[config.mk]
export PLATFORM = sky130hd
export DESIGN_NAME = ang_seq
export DESIGN_NICKNAME = d
export VERILOG_FILES = /design/src/hw/rtl/ang_pkg.sv /design/src/hw/rtl/ang_seq.sv
export SDC_FILE = /design/constraint.sdc
export NUM_CORES = 1
export LEC_CHECK = 0
export ABC_AREA = 0
export BUFFER_PORTS_ARGS = -buffer_cell sky130_fd_sc_hd__buf_2
export CORE_AREA = 10 10 47 49
export CTS_CLUSTER_DIAMETER = 40
export DETAILED_ROUTE_END_ITERATION = 8
export DIE_AREA = 0 0 57 59
export PLACE_DENSITY = 0.47
export SLEW_MARGIN = 40
export SYNTH_ARGS = -nofsm -noshare
export SYNTH_HDL_FRONTEND = slang
export SYNTH_SLANG_ARGS = --single-unit
[constraint.sdc]
create_clock -name clk -period 1.4 [get_ports clk]
set_input_delay 0.35 -clock clk [delete_from_list [all_inputs] [get_ports clk]]
set_output_delay 0.35 -clock clk [all_outputs]
set_load 0.02 [all_outputs]
[src/hw/rtl/ang_pkg.sv]
// ----------------------------------------------------------------------------
// ang_pkg: shared definitions for the audio noise gate
// sample width, fixed-point constants, register indexes, control word
// layout and the microcode program of the sequencer
// ----------------------------------------------------------------------------
package ang_pkg;

  // sample width, Q1.(SAMPLE_BITS-1)
  localparam int SAMPLE_BITS = 16;

  // scaling of |x| to Q1.15
  localparam int DOWN_SHIFT = (SAMPLE_BITS >= 16) ? SAMPLE_BITS - 16 : 0;
  localparam int UP_SHIFT   = (SAMPLE_BITS < 16) ? 16 - SAMPLE_BITS : 0;

  // shared multiplier: 18-bit signed a operand, b wide enough for a sample or 17 bits
  localparam int MUL_A_W = 18;
  localparam int MUL_B_W = ((SAMPLE_BITS > 17) ? SAMPLE_BITS : 17) + 1;
  localparam int PROD_W  = MUL_A_W + MUL_B_W;

  // envelope accumulator, a 33-bit and a 32-bit product summed
  localparam int ACC_W = 34;

  localparam logic [15:0] UNITY_Q15 = 16'h8000;

  // configuration register indexes
  localparam int CFG_IDX_W = 3;
  localparam logic [CFG_IDX_W-1:0] CFG_CLOSE_THRESHOLD = 3'd0;
  localparam logic [CFG_IDX_W-1:0] CFG_OPEN_LEVEL      = 3'd1;
  localparam logic [CFG_IDX_W-1:0] CFG_ROLLOFF_FACTOR  = 3'd2;
  localparam logic [CFG_IDX_W-1:0] CFG_ATTACK_COEFF    = 3'd3;
  localparam logic [CFG_IDX_W-1:0] CFG_RELEASE_COEFF   = 3'd4;

  // register reset values
  localparam logic [15:0] RST_CLOSE_THRESHOLD = 16'd3277;
  localparam logic [15:0] RST_OPEN_LEVEL      = 16'd16384;
  localparam logic [15:0] RST_ROLLOFF_FACTOR  = 16'd8520;
  localparam logic [15:0] RST_ATTACK_COEFF    = 16'd41373;
  localparam logic [15:0] RST_RELEASE_COEFF   = 16'd50;

  // program counter
  localparam int STEP_W = 2;
  typedef logic [STEP_W-1:0] step_t;

  localparam step_t STEP_ENV_DECAY = 2'd0;
  localparam step_t STEP_ATTACK    = 2'd1;
  localparam step_t STEP_GATE      = 2'd2;
  localparam step_t STEP_OUTPUT    = 2'd3;

  typedef enum logic [1:0] {
    A_ENV     = 2'd0,
    A_ATTACK  = 2'd1,
    A_PREV    = 2'd2,
    A_GAIN    = 2'd3
  } a_sel_t;

  typedef enum logic [1:0] {
    B_INV_RC  = 2'd0,
    B_RISE    = 2'd1,
    B_ROLLOFF = 2'd2,
    B_SAMPLE  = 2'd3
  } b_sel_t;

  typedef enum logic [1:0] {
    COND_NONE     = 2'd0,
    COND_NO_INPUT = 2'd1,
    COND_OUT_BUSY = 2'd2
  } cond_t;

  typedef struct packed {
    logic   take_in;   // input request may be accepted in this step
    a_sel_t a_sel;
    b_sel_t b_sel;
    logic   acc_ld;    // load product into accumulator
    logic   env_wr;    // accumulate and update envelope
    logic   gate_wr;   // gate decision, update gain and state
    logic   out_wr;    // write result register
    cond_t  cond;      // jump condition
    step_t  target;    // jump target when condition holds
  } ctrl_t;

  // microcode table, one control word per step
  function automatic ctrl_t ucode_rom(input step_t step);
    ctrl_t w;
    w = '0;
    case (step)
      STEP_ENV_DECAY: begin
        w.take_in = 1'b1;
        w.a_sel   = A_ENV;
        w.b_sel   = B_INV_RC;
        w.acc_ld  = 1'b1;
        w.cond    = COND_NO_INPUT;
        w.target  = STEP_ENV_DECAY;
      end
      STEP_ATTACK: begin
        w.a_sel   = A_ATTACK;
        w.b_sel   = B_RISE;
        w.env_wr  = 1'b1;
        w.cond    = COND_NONE;
        w.target  = STEP_GATE;
      end
      STEP_GATE: begin
        w.a_sel   = A_PREV;
        w.b_sel   = B_ROLLOFF;
        w.gate_wr = 1'b1;
        w.cond    = COND_NONE;
        w.target  = STEP_OUTPUT;
      end
      STEP_OUTPUT: begin
        w.a_sel   = A_GAIN;
        w.b_sel   = B_SAMPLE;
        w.out_wr  = 1'b1;
        w.cond    = COND_OUT_BUSY;
        w.target  = STEP_OUTPUT;
      end
      default: begin
        w = '0;
      end
    endcase
    return w;
  endfunction

endpackage

[src/hw/rtl/ang_seq.sv]
// ----------------------------------------------------------------------------
// ang_seq: microcode sequencer
// step counter, control word fetch and conditional jumps
// ----------------------------------------------------------------------------
module ang_seq
  import ang_pkg::*;
(
  input  logic  clk,
  input  logic  rst_n,
  input  logic  in_valid,
  input  logic  out_busy,
  output ctrl_t ctrl
);

  step_t step_r;
  step_t step_nxt;
  logic  jump;

  assign ctrl = ucode_rom(step_r);

  always_comb begin
    case (ctrl.cond)
      COND_NONE:     jump = 1'b0;
      COND_NO_INPUT: jump = !in_valid;
      COND_OUT_BUSY: jump = out_busy;
      default:       jump = 1'b0;
    endcase
    step_nxt = jump ? ctrl.target : step_r + step_t'(1);
  end

  always_ff @(posedge clk) begin
    if (!rst_n) begin
      step_r <= STEP_ENV_DECAY;
    end else begin
      step_r <= step_nxt;
    end
  end

endmodule

==> metrics.md <==
| Metric | Value |
|---|---|
| Wire length of the first global-routing pass | `1040 um` |
| Antenna violations before repair | `0` |
| Transition time of the tightest slew-check pin | `0.189 ns` |
| Die X | `57 um` |
| I/O Pins | `17` |
| Critical-path cell list | `inv_4, ha_4, or2_4, buf_6` |
| Per-instance average area after synthesis | `8.30 um2` |
| Final design area excluding fillers | `427 um2` |
| Slowest cell on the critical path | `sky130_fd_sc_hd__dfxtp_4` |
| Synthesized area | `224 um2` |
| Detailed Route WL | `606 um` |
| Cells on worst reg2reg path | `4` |
| Detailed-routing iteration count for the pre-antenna-repair pass | `2` |
| End point of the critical path | `ctrl[10]` |
| Area of the die | `3360 um2` |
| CTS H-tree depth | `1` |
| Final setup violation count | `9` |
| Pin count of the biggest net entering global routing | `5` |
| Final Non-Filler Cells | `59` |
| Yosys reg bits | `2` |
| DPL Wire Length | `523 um` |
| Quantity of hold-fixing buffers added after cts | `0` |
| Number of flip-flops in the largest register | `2` |
| Clock tree from TritonCTS | `built` |
| Count of mapped cells out of synthesis | `27` |
| IO buf count | `16` |
| Class of the most critical setup path | `reg2out` |
| Buffers and inverters on the worst path | `2` |
| Area of the core region | `1400 um2` |
| Worst setup slack before clock tree synthesis | `0.0563 ns` |
| Run status | `finished with violations` |
| Total nets after synthesis | `37` |
| Critical Path Start | `step_r[1]` |
| Kind of cell with the highest combined delay on the critical path | `flip-flops` |
| Clock root buffer | `sky130_fd_sc_hd__clkbuf_4` |
| Insertion delay of the later-clocked pin in the worst-skew pair | `0.23 ns` |
| Final Critical Period | `1.52 ns` |
| Total GRT Usage | `4.07%` |
| Starting Density | `16.0%` |
| FP Rows | `14` |
| Count of clock tree sinks | `2` |
| Leakage power of the design | `0.210 nW` |
| Clock slew seen by the registers of the worst setup and hold paths | `0.03 ns` |
| Startpoint type of the worst setup path | `flop` |
| Fraction of final layout cells sized beyond drive strength 1 | `74.4%` |
| Ant diodes | `0` |
| RSZ-0062 raised after global routing | `yes` |
| Number of design-rule violations left by the first detailed-router iteration | `1` |
| Reg2Reg Capture Point | `step_r[0]` |
| Unique cell type count in the Yosys netlist | `10` |
| Violated checks | `setup timing` |
| Most flop-heavy register | `step_r` |
| Global placer's final weighted congestion | `0.673` |
| Final number of max-transition violations | `0` |
| Maximum clock frequency | `0.657 GHz` |
| Remaining design rule violation count | `0` |
| Clk buf depth | `2` |
| Worst-path maximum fanout | `4` |
| Layout Area Growth over Synthesis | `90.5%` |
| Standard cell area after detailed placement | `344 um2` |
| Setup crit end kind | `primary output` |
| Reg-to-reg startpoint | `step_r[0]` |
| Instance count after placement with tap cells included | `54` |
| Routed via count | `218` |
| Endpoint required time on the critical path | `1.05 ns` |
| Share of synthesized area occupied by flip-flops and latches | `17.9%` |
| Cell Pwr Density | `2880 nW/um2` |
| Crit path DAT | `1.17 ns` |
| Setup slack of the most critical reg-to-reg path | `0.25 ns` |
| DRT antenna net count | `0` |
| Clock skew | `0.00557 ns` |
| Final hold viol count | `0` |
| Final worst-path cycle share | `109%` |
| Num CTS Buffers | `3` |
| Levels on crit path | `4` |
| Via count of the first global-routing pass | `235` |
| Ys Warns | `0` |
| Overflow left after global routing | `0` |
| Mean number of vias per cell | `3.69` |
| Highest ir drop seen on vdd | `1.05 mV` |
| Registers with the most flip-flops | `step_r x2` |
| Largest incremental delay on the critical path | `0.38 ns` |
| Vertical die dimension | `59 um` |
| Average wire per standard cell | `10.3 um` |
| Most frequent standard cell in the layout excluding fill and tap cells | `sky130_fd_sc_hd__buf_2` |
| Relative slew slack | `87.4%` |
| Hold Path Class | `in2reg` |
| Final setup slack of the worst path | `-0.122 ns` |
| Highest-count cells in the layout ignoring fill and taps | `sky130_fd_sc_hd__buf_2, sky130_fd_sc_hd__buf_6, sky130_fd_sc_hd__nand2_1` |
| Number of nets in the finished design | `54` |
| Number of max-cap violations | `0` |
[synth_stat cells]
| library cell | count | share of area, % |
|---|---|---|
| sky130_fd_sc_hd__a22oi_2 | 1 | 5.6 |
| sky130_fd_sc_hd__nor2_1 | 2 | 3.4 |
| sky130_fd_sc_hd__o21ai_0 | 1 | 2.2 |
| sky130_fd_sc_hd__mux2i_1 | 1 | 4.5 |
| sky130_fd_sc_hd__inv_1 | 4 | 6.7 |
| sky130_fd_sc_hd__or2_2 | 1 | 2.8 |
| sky130_fd_sc_hd__dfxtp_1 | 2 | 18 |
| sky130_fd_sc_hd__buf_4 | 5 | 17 |
| sky130_fd_sc_hd__nand2_1 | 4 | 6.7 |
| sky130_fd_sc_hd__ha_1 | 6 | 34 |
[cells by family (layout without fill, tap and decap cells)]
| logic type | after synthesis | after routing | synth area share [%] |
|---|---|---|---|
| simple gates | 7 | 7 | 12.9 |
| mux | 1 | 1 | 4.47 |
| flops | 2 | 2 | 17.9 |
| buf+inv | 9 | 25 | 23.5 |
| fa+ha+maj | 6 | 6 | 33.5 |
| compound gates | 2 | 2 | 7.82 |
[report_power, final]
group	switching [mW]	total (mW)	leakage [nW]	internal, mW
clock	0.0363	0.142	0.0150	0.106
sequential	0.0643	0.166	0.0178	0.101
combinational	0.511	0.922	0.178	0.411
total	0.612	1.23	0.210	0.618
[worst min path at each step]
stage                   start        end  slack, ns  cells past startpoint
floorplan               rst_n  step_r[1]       0.46                      2
global placement    step_r[1]  step_r[0]       0.52                      2
detailed placement  step_r[1]  step_r[0]       0.52                      2
CTS                     rst_n  step_r[1]       0.37                      3
global route            rst_n  step_r[1]       0.39                      3
finish                  rst_n  step_r[1]       0.37                      3
[per-layer routing]
layer	global-route usage (%)	up-vias	share of wire, %	wire length (um)
met5	0	-	0	0
met4	3.02	0	0	0
met3	4.08	0	14	87
met2	5.43	13	44	265
met1	3.71	93	42	253
li1	-	112	-	-
[timing repair]
action,4_1_cts,5_1_grt
endpoints found under the hold margin,0,0
pin swaps,1,0
setup endpoints to repair,9,9
setup buffers,1,0
gates resized for setup,14,2
[worst register-to-register path, stage by stage, from the launching register on]
cell                      delay [ns]
sky130_fd_sc_hd__dfxtp_4        0.39
sky130_fd_sc_hd__inv_4          0.06
sky130_fd_sc_hd__ha_1           0.22
sky130_fd_sc_hd__a22oi_2        0.21
sky130_fd_sc_hd__mux2i_1        0.20
[cell type report]
class | instances | area (um2)
clock buffer | 4 | 26.3
inverter | 4 | 20.0
sequential | 2 | 47.5
fill | 154 | 975
timing repair buffer | 17 | 124
tap | 16 | 20.0
multi-input combinational | 16 | 189
[metrics by stage]
stage                     util (%)  power (mW)  hold slack (ns)  TNS [ns]
after floorplan                  -       0.816            0.462   -0.0177
after global placement        24.6       0.922            0.525         0
after detailed placement      24.6       0.925            0.520         0
after CTS                     29.9        1.24            0.366    -0.734
after global routing          30.4        1.34            0.388     -1.17
final                         30.4        1.23            0.373    -0.608
Note: power is estimated with default switching activity, not from simulation.
